## config.mk

```make
export PLATFORM = sky130hd
export DESIGN_NAME = mouse_packet_cursor_tracker_flat
export DESIGN_NICKNAME = d
export VERILOG_FILES = /design/src/sv/mpct_pkg.sv /design/src/sv/mpct_ifs.sv /design/src/sv/mpct_front.sv /design/src/sv/mpct_queue.sv /design/src/sv/mpct_back.sv /design/src/sv/mouse_packet_cursor_tracker.sv /design/src/flat_wrapper.sv
export VERILOG_INCLUDE_DIRS = /design/src /design/src/sv
export SDC_FILE = /design/constraint.sdc
export NUM_CORES = 1
export LEC_CHECK = 0
export ABC_CLOCK_PERIOD_IN_PS = 5900
export BUFFER_PORTS_ARGS = -buffer_cell sky130_fd_sc_hd__buf_2
export CAP_MARGIN = 20
export CORE_UTILIZATION = 60
export CTS_CLUSTER_DIAMETER = 40
export DETAILED_ROUTE_END_ITERATION = 8
export GPL_ROUTABILITY_DRIVEN = 0
export PLACE_DENSITY = 0.81
export SYNTH_ARGS = -nofsm -noshare
export SYNTH_HDL_FRONTEND = slang
export SYNTH_SLANG_ARGS = --single-unit
```

## constraint.sdc

```tcl
create_clock -name clk -period 5.9 [get_ports clk]
set_input_delay 0.885 -clock clk [delete_from_list [all_inputs] [get_ports clk]]
set_output_delay 0.885 -clock clk [all_outputs]
set_load 0.05 [all_outputs]
```

## src/sv/assert_macros.svh

```systemverilog
// Concurrent assertion macros shared by the tracker modules.
`ifndef ASSERT_MACROS_SVH
`define ASSERT_MACROS_SVH

// Check that cons holds in the same cycle as ante (clk, rst_n from the module).
`define MPCT_ASSERT_IMP(lbl, ante, cons, msg) \
    lbl: assert property (@(posedge clk) disable iff (!rst_n) (ante) |-> (cons)) \
        else $error(msg);

// Check that cons holds in the cycle after ante.
`define MPCT_ASSERT_NXT(lbl, ante, cons, msg) \
    lbl: assert property (@(posedge clk) disable iff (!rst_n) (ante) |=> (cons)) \
        else $error(msg);

`endif

```

## src/sv/mpct_pkg.sv

```systemverilog
// Shared types, constants and helpers of the mouse packet cursor tracker.
package mpct_pkg;

    // Cursor coordinate width and its largest value
    localparam int COORD_W   = 12;
    localparam int COORD_MAX = (1 << COORD_W) - 1;

    // Configuration port
    localparam int CFG_W      = 13;
    localparam int CFG_ADDR_W = 2;

    localparam logic [CFG_ADDR_W-1:0] REG_SCREEN_WIDTH  = CFG_ADDR_W'(0);
    localparam logic [CFG_ADDR_W-1:0] REG_SCREEN_HEIGHT = CFG_ADDR_W'(1);

    // Header byte fields
    localparam logic [7:0] HDR_SYNC_MASK = 8'hC8;
    localparam logic [7:0] HDR_SYNC_VAL  = 8'h08;
    localparam int         HDR_X_SIGN    = 4;
    localparam int         HDR_Y_SIGN    = 5;

    // Motion widths
    localparam int DX_W = 9;
    localparam int DY_W = 10;

    // One complete packet passed from front to back
    typedef struct packed {
        logic [7:0] header;
        logic [7:0] x_byte;
        logic [7:0] y_byte;
    } pkt_t;

    // Turn a screen size into the largest coordinate allowed on that axis
    function automatic logic [COORD_W-1:0] size_to_limit(input logic [CFG_W-1:0] size);
        logic [CFG_W+COORD_W-1:0] wide;
        wide = (CFG_W + COORD_W)'(size) - (CFG_W + COORD_W)'(1);
        if (size == '0)
            return '0;
        else if (wide > (CFG_W + COORD_W)'(COORD_MAX))
            return COORD_W'(COORD_MAX);
        else
            return wide[COORD_W-1:0];
    endfunction

    localparam logic [COORD_W-1:0] RST_LIMIT_X = size_to_limit(CFG_W'(640));
    localparam logic [COORD_W-1:0] RST_LIMIT_Y = size_to_limit(CFG_W'(480));

endpackage

```

## src/sv/mpct_ifs.sv

```systemverilog
// Handshake channel interfaces of the mouse packet cursor tracker.

// Mouse byte channel
interface mpct_in_if
    import mpct_pkg::*;
();
    logic       valid;
    logic       ready;
    logic [7:0] rx_byte;

    modport source (output valid, output rx_byte, input ready);
    modport sink   (input valid, input rx_byte, output ready);
endinterface

// Packet report channel
interface mpct_out_if
    import mpct_pkg::*;
();
    logic                      valid;
    logic                      ready;
    logic [2:0]                buttons;
    logic signed [DX_W-1:0]    delta_x;
    logic signed [DY_W-1:0]    delta_y;
    logic [COORD_W-1:0]        cursor_col;
    logic [COORD_W-1:0]        cursor_y;

    modport source (output valid, output buttons, output delta_x, output delta_y,
                    output cursor_col, output cursor_y, input ready);
    modport sink   (input valid, input buttons, input delta_x, input delta_y,
                    input cursor_col, input cursor_y, output ready);
endinterface

// Configuration write channel
interface mpct_cfg_if
    import mpct_pkg::*;
();
    logic                  valid;
    logic                  ready;
    logic [CFG_ADDR_W-1:0] addr;
    logic [CFG_W-1:0]      data;

    modport source (output valid, output addr, output data, input ready);
    modport sink   (input valid, input addr, input data, output ready);
endinterface

```

## src/sv/mpct_front.sv

```systemverilog
// Front end: byte framing, header sync check and packet assembly.
`include "assert_macros.svh"

module mpct_front
    import mpct_pkg::*;
(
    input  logic           clk,
    input  logic           rst_n,
    mpct_in_if.sink        mouse,
    output logic           push_valid,
    input  logic           push_ready,
    output pkt_t           push_data
);

    typedef enum logic [3:0] {
        PH_ACK  = 4'b0001,
        PH_HEAD = 4'b0010,
        PH_X    = 4'b0100,
        PH_Y    = 4'b1000
    } phase_t;

    phase_t     phase_reg, phase_next;
    logic [7:0] header_reg, header_next;
    logic [7:0] x_byte_reg, x_byte_next;
    logic       fire;

    // Stall only the last byte of a packet while the queue is full
    assign mouse.ready = (phase_reg != PH_Y) || push_ready;
    assign fire        = mouse.valid && mouse.ready;

    // Hand the finished packet to the queue with the last byte
    assign push_valid       = mouse.valid && (phase_reg == PH_Y);
    assign push_data.header = header_reg;
    assign push_data.x_byte = x_byte_reg;
    assign push_data.y_byte = mouse.rx_byte;

    // Advance the framing phase
    always_comb
    begin
        phase_next  = phase_reg;
        header_next = header_reg;
        x_byte_next = x_byte_reg;
        if (fire)
        begin
            unique case (phase_reg)
                PH_ACK:
                begin
                    phase_next = PH_HEAD;
                end
                PH_HEAD:
                begin
                    header_next = mouse.rx_byte;
                    if ((mouse.rx_byte & HDR_SYNC_MASK) == HDR_SYNC_VAL)
                        phase_next = PH_X;
                end
                PH_X:
                begin
                    x_byte_next = mouse.rx_byte;
                    phase_next  = PH_Y;
                end
                PH_Y:
                begin
                    phase_next = PH_HEAD;
                end
                default:
                begin
                    phase_next = PH_HEAD;
                end
            endcase
        end
    end

    // Hold phase and stored bytes
    always_ff @(posedge clk or negedge rst_n)
    begin
        if (!rst_n)
        begin
            phase_reg  <= PH_ACK;
            header_reg <= '0;
            x_byte_reg <= '0;
        end
        else
        begin
            phase_reg  <= phase_next;
            header_reg <= header_next;
            x_byte_reg <= x_byte_next;
        end
    end

    // The acknowledge phase is left for good once passed
    `MPCT_ASSERT_NXT(a_no_ack_return, phase_reg != PH_ACK, phase_reg != PH_ACK,
                     "front returned to acknowledge phase")
    // Only a header with sync bit set and no overflow may open a packet
    `MPCT_ASSERT_NXT(a_header_sync, fire && phase_reg == PH_HEAD && phase_next == PH_X,
                     (header_reg & HDR_SYNC_MASK) == HDR_SYNC_VAL,
                     "packet opened on a bad header")

endmodule

```

## src/sv/mpct_queue.sv

```systemverilog
// Two-entry packet queue between the front and back ends.
`include "assert_macros.svh"

module mpct_queue
    import mpct_pkg::*;
(
    input  logic clk,
    input  logic rst_n,
    input  logic push_valid,
    output logic push_ready,
    input  pkt_t push_data,
    output logic pop_valid,
    input  logic pop_ready,
    output pkt_t pop_data
);

    pkt_t       mem_reg [2];
    logic       wr_ptr_reg, wr_ptr_next;
    logic       rd_ptr_reg, rd_ptr_next;
    logic [1:0] count_reg, count_next;
    logic       push_fire;
    logic       pop_fire;

    assign push_ready = (count_reg != 2'd2);
    assign pop_valid  = (count_reg != 2'd0);
    assign pop_data   = mem_reg[rd_ptr_reg];
    assign push_fire  = push_valid && push_ready;
    assign pop_fire   = pop_valid && pop_ready;

    // Advance pointers and fill count
    always_comb
    begin
        wr_ptr_next = push_fire ? ~wr_ptr_reg : wr_ptr_reg;
        rd_ptr_next = pop_fire ? ~rd_ptr_reg : rd_ptr_reg;
        count_next  = count_reg + 2'(push_fire) - 2'(pop_fire);
    end

    always_ff @(posedge clk or negedge rst_n)
    begin
        if (!rst_n)
        begin
            wr_ptr_reg <= 1'b0;
            rd_ptr_reg <= 1'b0;
            count_reg  <= 2'd0;
        end
        else
        begin
            wr_ptr_reg <= wr_ptr_next;
            rd_ptr_reg <= rd_ptr_next;
            count_reg  <= count_next;
        end
    end

    // Store the pushed packet
    always_ff @(posedge clk)
    begin
        if (push_fire)
            mem_reg[wr_ptr_reg] <= push_data;
    end

    // A packet pushed into an empty queue is offered the next cycle
    `MPCT_ASSERT_NXT(a_push_visible, push_fire && count_reg == 2'd0, pop_valid,
                     "pushed packet not visible at queue head")

endmodule

```

## src/sv/mpct_back.sv

```systemverilog
// Back end: motion decode, cursor clamp and report register.
`include "assert_macros.svh"

module mpct_back
    import mpct_pkg::*;
(
    input  logic    clk,
    input  logic    rst_n,
    input  logic    pop_valid,
    output logic    pop_ready,
    input  pkt_t    pop_data,
    mpct_cfg_if.sink cfg,
    mpct_out_if.source report
);

    localparam int SUM_W = COORD_W + 3;

    logic [COORD_W-1:0]     limit_x_reg, limit_x_next;
    logic [COORD_W-1:0]     limit_y_reg, limit_y_next;
    logic [COORD_W-1:0]     pos_x_reg, pos_x_next;
    logic [COORD_W-1:0]     pos_y_reg, pos_y_next;
    logic                   out_valid_reg, out_valid_next;
    logic [2:0]             buttons_reg;
    logic signed [DX_W-1:0] dx_reg, dx;
    logic signed [DY_W-1:0] dy_reg, dy, dy_raw;
    logic                   pop_fire;

    // Add a motion to a coordinate and clamp to 0 .. limit
    function automatic logic [COORD_W-1:0] clamp_axis(
        input logic [COORD_W-1:0]     pos,
        input logic signed [DY_W-1:0] delta,
        input logic [COORD_W-1:0]     limit
    );
        logic signed [SUM_W-1:0] sum;
        sum = $signed({3'b000, pos}) + SUM_W'(delta);
        if (sum < 0)
            return '0;
        else if (sum > $signed({3'b000, limit}))
            return limit;
        else
            return sum[COORD_W-1:0];
    endfunction

    // Take a packet whenever the report register is free or being drained
    assign pop_ready = !out_valid_reg || report.ready;
    assign pop_fire  = pop_valid && pop_ready;
    assign cfg.ready = 1'b1;

    // Decode signed motion, negating y for screen direction
    always_comb
    begin
        dx     = $signed({pop_data.header[HDR_X_SIGN], pop_data.x_byte});
        dy_raw = $signed({pop_data.header[HDR_Y_SIGN], pop_data.header[HDR_Y_SIGN],
                          pop_data.y_byte});
        dy     = -dy_raw;
    end

    // Update cursor, limits and report valid
    always_comb
    begin
        pos_x_next     = pos_x_reg;
        pos_y_next     = pos_y_reg;
        limit_x_next   = limit_x_reg;
        limit_y_next   = limit_y_reg;
        out_valid_next = out_valid_reg && !report.ready;
        if (pop_fire)
        begin
            pos_x_next     = clamp_axis(pos_x_reg, DY_W'(dx), limit_x_reg);
            pos_y_next     = clamp_axis(pos_y_reg, dy, limit_y_reg);
            out_valid_next = 1'b1;
        end
        if (cfg.valid)
        begin
            unique case (cfg.addr)
                REG_SCREEN_WIDTH:  limit_x_next = size_to_limit(cfg.data);
                REG_SCREEN_HEIGHT: limit_y_next = size_to_limit(cfg.data);
                default:           ;
            endcase
        end
    end

    always_ff @(posedge clk or negedge rst_n)
    begin
        if (!rst_n)
        begin
            limit_x_reg   <= RST_LIMIT_X;
            limit_y_reg   <= RST_LIMIT_Y;
            pos_x_reg     <= '0;
            pos_y_reg     <= '0;
            out_valid_reg <= 1'b0;
        end
        else
        begin
            limit_x_reg   <= limit_x_next;
            limit_y_reg   <= limit_y_next;
            pos_x_reg     <= pos_x_next;
            pos_y_reg     <= pos_y_next;
            out_valid_reg <= out_valid_next;
        end
    end

    // Load the report payload
    always_ff @(posedge clk)
    begin
        if (pop_fire)
        begin
            buttons_reg <= pop_data.header[2:0];
            dx_reg      <= dx;
            dy_reg      <= dy;
        end
    end

    assign report.valid      = out_valid_reg;
    assign report.buttons    = buttons_reg;
    assign report.delta_x    = dx_reg;
    assign report.delta_y    = dy_reg;
    assign report.cursor_col = pos_x_reg;
    assign report.cursor_y   = pos_y_reg;

    // Check that a reported cursor does not lie beyond the screen limits
    `MPCT_ASSERT_IMP(a_cursor_bound, out_valid_reg,
                     pos_x_reg <= limit_x_reg && pos_y_reg <= limit_y_reg,
                     "cursor outside clamp limits")

endmodule

```

## src/sv/mouse_packet_cursor_tracker.sv

```systemverilog
// Top level of the mouse packet cursor tracker.
//
//  channel | dir | payload                                         | accept
//  mouse   | in  | rx_byte[7:0]                                    | valid && ready
//  report  | out | buttons, delta_x, delta_y, cursor_col, cursor_y | valid && ready
//  cfg     | in  | addr[1:0] (0 width, 1 height), data[12:0]       | valid && ready
//
// One mouse byte is taken every cycle unless the front end stalls; a report follows
// the third byte of a packet through the queue stage, then the report register.
// The front end stalls only on the third byte while the two-entry queue is full.
// Reset clears framing, cursor and report state; the screen defaults to 640 x 480.
// cfg is always ready; a write to an unknown index is ignored.

module mouse_packet_cursor_tracker
    import mpct_pkg::*;
(
    input  logic       clk,
    input  logic       rst_n,
    mpct_in_if.sink    mouse,
    mpct_out_if.source report,
    mpct_cfg_if.sink   cfg
);

    logic push_valid;
    logic push_ready;
    pkt_t push_data;
    logic pop_valid;
    logic pop_ready;
    pkt_t pop_data;

    mpct_front u_front (
        .clk        (clk),
        .rst_n      (rst_n),
        .mouse      (mouse),
        .push_valid (push_valid),
        .push_ready (push_ready),
        .push_data  (push_data)
    );

    mpct_queue u_queue (
        .clk        (clk),
        .rst_n      (rst_n),
        .push_valid (push_valid),
        .push_ready (push_ready),
        .push_data  (push_data),
        .pop_valid  (pop_valid),
        .pop_ready  (pop_ready),
        .pop_data   (pop_data)
    );

    mpct_back u_back (
        .clk       (clk),
        .rst_n     (rst_n),
        .pop_valid (pop_valid),
        .pop_ready (pop_ready),
        .pop_data  (pop_data),
        .cfg       (cfg),
        .report    (report)
    );

endmodule
```

## src/flat_wrapper.sv

```systemverilog
// flat-port wrapper written by rule: the top's interface ports become plain ports
module mouse_packet_cursor_tracker_flat import mpct_pkg::*;
  (clk, rst_n, mouse_valid, mouse_rx_byte, mouse_ready, report_valid, report_buttons, report_delta_x, report_delta_y, report_cursor_col, report_cursor_y, report_ready, cfg_valid, cfg_addr, cfg_data, cfg_ready);
  mpct_in_if mouse_i ();
  mpct_out_if report_i ();
  mpct_cfg_if cfg_i ();
  input  logic clk;
  input  logic rst_n;
  input wire logic [$bits(mouse_i.valid)-1:0] mouse_valid;
  input wire logic [$bits(mouse_i.rx_byte)-1:0] mouse_rx_byte;
  output wire logic [$bits(mouse_i.ready)-1:0] mouse_ready;
  output wire logic [$bits(report_i.valid)-1:0] report_valid;
  output wire logic [$bits(report_i.buttons)-1:0] report_buttons;
  output wire logic [$bits(report_i.delta_x)-1:0] report_delta_x;
  output wire logic [$bits(report_i.delta_y)-1:0] report_delta_y;
  output wire logic [$bits(report_i.cursor_col)-1:0] report_cursor_col;
  output wire logic [$bits(report_i.cursor_y)-1:0] report_cursor_y;
  input wire logic [$bits(report_i.ready)-1:0] report_ready;
  input wire logic [$bits(cfg_i.valid)-1:0] cfg_valid;
  input wire logic [$bits(cfg_i.addr)-1:0] cfg_addr;
  input wire logic [$bits(cfg_i.data)-1:0] cfg_data;
  output wire logic [$bits(cfg_i.ready)-1:0] cfg_ready;
  assign mouse_i.valid = mouse_valid;
  assign mouse_i.rx_byte = mouse_rx_byte;
  assign mouse_ready = mouse_i.ready;
  assign report_valid = report_i.valid;
  assign report_buttons = report_i.buttons;
  assign report_delta_x = report_i.delta_x;
  assign report_delta_y = report_i.delta_y;
  assign report_cursor_col = report_i.cursor_col;
  assign report_cursor_y = report_i.cursor_y;
  assign report_i.ready = report_ready;
  assign cfg_i.valid = cfg_valid;
  assign cfg_i.addr = cfg_addr;
  assign cfg_i.data = cfg_data;
  assign cfg_ready = cfg_i.ready;
  mouse_packet_cursor_tracker u_core (.clk(clk), .rst_n(rst_n), .mouse(mouse_i), .report(report_i), .cfg(cfg_i));
endmodule
```

==> impl_metrics.csv <==
group,metric,value,unit
timing,tns,0,ps
synthesis,synth_compound_area_frac,0.140,
route,post_drt_wl_per_cell,19.2,microns
timing,worstMarginPinSlew,936,ps
setup_path,start_kind,"flop",
timing,finalHoldViolations,0,
floorplanning,die_w,113,microns
route,drc,0,
layout,design_area,8590,sq um
clock_tree,ctsResizeCount,0,
timing,slew_headroom,0.376,
synthesis,synth_cells,665,
floorplanning,start_util,0.617,
setup_path,max_stage_delay,470,ps
layout,fin_nets,838,
global_routing,grt_first_pass_wirelength,28300,microns
place,dpl-instance-area,7990,sq um
route,drtIter0Drc,489,
setup_path,critPathKind,"reg -> reg",
layout,stdcell_count,931,
synthesis,synth_nets,753,
synthesis,synth_xor_area_frac,0.0412,
synthesis,synth_top_family_by_area,"compound AO/OA/AOI/OAI gates",
synthesis,synth.cell_area,7440,sq um
flow_run,max-cap-violations,0,
power,p_leak,3.82,nW
clock_tree,cts_tree,"yes",
synthesis,synthAdderAreaFrac,0.103,
layout,area_growth,15.5,%
global_routing,antenna_found_initial,0,
floorplanning,die_height,113,microns
synthesis,synth.top_cell.area_share,0.258,
synthesis,synth.avg_cell_area,11.2,sq um
route,drtPass1Iterations,5,
clock_tree,cts_sinks,134,
timing,finalCriticalPeriod,5520,ps
global_routing,grt_max_degree,71,
place,dp.cells,899,
setup_path,crit_path_max_fanout,17,
synthesis,synth.top_cells.by_area,"edfxtp_1 26%, dfrtp_1 18%, ha_1 9.8%",
route,via_per_inst,6.09,
synthesis,yosysTopAreaCell,"edfxtp_1",
power,powerDensity,589,nW/um^2
global_routing,grt_pass1_vias,5599,
clock_tree,clk_latency,430,ps
setup_path,crit_slowest_cell,"nor4_1",
synthesis,ys_warn_count,0,
setup_path,end_kind,"flop",
timing,final-setup-viol-count,0,
floorplanning,io_pins,77,
global_routing,overflow,0,
place,dp_hpwl,12300,microns
clock_tree,htree_levels,4,
clock_tree,post_cts_buffers,0,
layout,antennaDiodeCount,0,
timing,fmax,181,MHz
layout,largest_reg_flops,42,
synthesis,ys_seq_elements,134,
timing,maxSlewViolCount,0,
timing,rsz0062_at_grt,"false",
synthesis,muxShareOfSynthArea,0.0646,
clock_tree,cts_buffers,17,
timing,period_share,0.935,
synthesis,async_flop_share,0.522,
power,ir_worst_vdd,0.428,mV
timing,holdWs,467,ps
clock_tree,cts_root_buf,"clkbuf_16",
route,drtAntennaViolNets,0,
route,num_vias,5668,
floorplanning,row_count,40,
place,io_buffers,75,
clock_tree,clock_path_buffers,2,
timing,finalClockSkew,9.79,ps
synthesis,yosysUniqueCellTypes,70,
layout,drive_above_1_share,0.246,
global_routing,track_usage,0.292,
setup_path,cp_data_required_time,6190,ps
synthesis,synth_edf_count,64,
floorplanning,coreArea,12100,sq um
setup_path,path_cells,"buf_4 -> mux2i_2 -> ha_1 -> o21ai_0 -> nand2b_1 -> or3_1 -> nand3_1 -> o21ai_1 -> ha_1 -> nor3_1 -> nor2_1 -> a32oi_1 -> a21boi_0 -> xnor2_1 -> ha_1 -> nand4_1 -> nor4_1 -> o21bai_1 -> a22oi_1 -> buf_4 -> mux2i_1 -> o21ai_1",
setup_path,arrival,5810,ps
floorplanning,dieArea,12800,sq um
clock_tree,clkTransAtPathRegs,60,ps
synthesis,yosys.area_share.simple,0.115,
synthesis,synth_ff_type,"edfxtp_1",
hold_path,hp-class,"reg -> reg",
clock_tree,cts.hold.buffers_added,0,
setup_path,crit_path_frequent_cell,"ha_1",
synthesis,ys_seq_area_frac,0.497,
route,routed_wl,17900,microns
outcome,status,"completed",
[critical path, delay by kind of cell, from the launching register on]
family | cells | cell delay [ps]
simple gates | 7 | 1630
mux | 2 | 610
xor+xnor | 1 | 190
compound gates | 7 | 1300
buf+inv | 2 | 470
fa+ha+maj | 3 | 850
flops | 1 | 340
[cell families after synthesis]
kind of cell | after synthesis
AND/OR/NAND/NOR | 171
AO/OA/AOI/OAI | 153
flip-flops | 134
buffers and inverters | 66
adder cells (fa/ha/maj) | 60
multiplexers | 45
XOR/XNOR | 35
other | 1
[synth_stat cells, types with 17 or more instances]
master / number
mux2_2: 24
mux2i_1: 21
ha_1: 58
nand2_1: 64
edfxtp_1: 64
o21ai_1: 38
a21oi_1: 20
nor2_1: 28
inv_1: 47
o21ai_0: 17
dfstp_2: 17
nor3_1: 17
xnor2_1: 24
dfrtp_1: 53
[placed cells by master, fill, tap and decap left out, types with 17 or more instances in the layout]
| master | Yosys | routed |
|---|---|---|
| buf_2 | 5 | 75 |
| nand2_1 | 64 | 64 |
| edfxtp_1 | 64 | 64 |
| ha_1 | 58 | 58 |
| dfrtp_1 | 53 | 53 |
| inv_1 | 47 | 47 |
| o21ai_1 | 38 | 38 |
| nor2_1 | 28 | 28 |
| xnor2_1 | 24 | 24 |
| mux2_2 | 24 | 24 |
| a21oi_1 | 20 | 20 |
| mux2i_1 | 21 | 19 |
| o21ai_0 | 17 | 17 |
| nor3_1 | 17 | 17 |
| clkbuf_16 | 0 | 17 |
| dfstp_2 | 17 | 17 |
[cell type report]
type	instances	area (sq um)
sequential	134	3690
clock buffer	17	425
multi-input combinational	465	3470
tap	168	210
inverter	47	176
clock inverter	15	163
fill	822	3470
timing repair buffer	85	450
[through the flow]
stage	utilization	worst slack, ps	power [mW]
6_report	0.712	384	5.06
5_1_grt	0.712	37.0	5.31
4_1_cts	0.711	531	4.98
3_5_place_dp	0.662	692	3.88
3_3_place_gp	0.662	950	3.75
2_1_floorplan	-	1320	3.29
[path summary, 6_finish.rpt]
check	start	end	slack, ps	depth (start not counted)
max in group asynchronous	rst_n	u_core.u_back.limit_y_reg[5]	4600	2
hold reg to reg	u_core.u_back.limit_x_reg[2]	u_core.u_back.limit_x_reg[2]	470	2
setup / recovery	u_core.u_queue.rd_ptr_reg	u_core.u_back.report.cursor_y[3]	380	22
hold / removal	u_core.u_back.limit_x_reg[2]	u_core.u_back.limit_x_reg[2]	470	2
min in group asynchronous	rst_n	u_core.u_front.header_reg[2]	660	2
setup reg to reg	u_core.u_queue.rd_ptr_reg	u_core.u_back.report.cursor_y[3]	380	22
[where the power goes]
| part | switching (mW) | internal (mW) | leakage [nW] | total [mW] |
|---|---|---|---|---|
| logic | 1.75 | 0.923 | 2.10 | 2.67 |
| clock network | 0.454 | 0.598 | 0.288 | 1.05 |
| registers | 0.123 | 1.21 | 1.44 | 1.34 |
[layer usage]
layer  wire length [microns]  up-vias  global-route usage  part of all wire
met1                    7320     2678               0.368              0.41
met4                     583        0               0.137             0.033
li1                        -     2614                   -                 -
met5                       0        -                   0                 0
met3                    1340       72              0.0637             0.075
met2                    8670      304               0.481              0.48
Note: power is estimated with default switching activity, not from simulation.
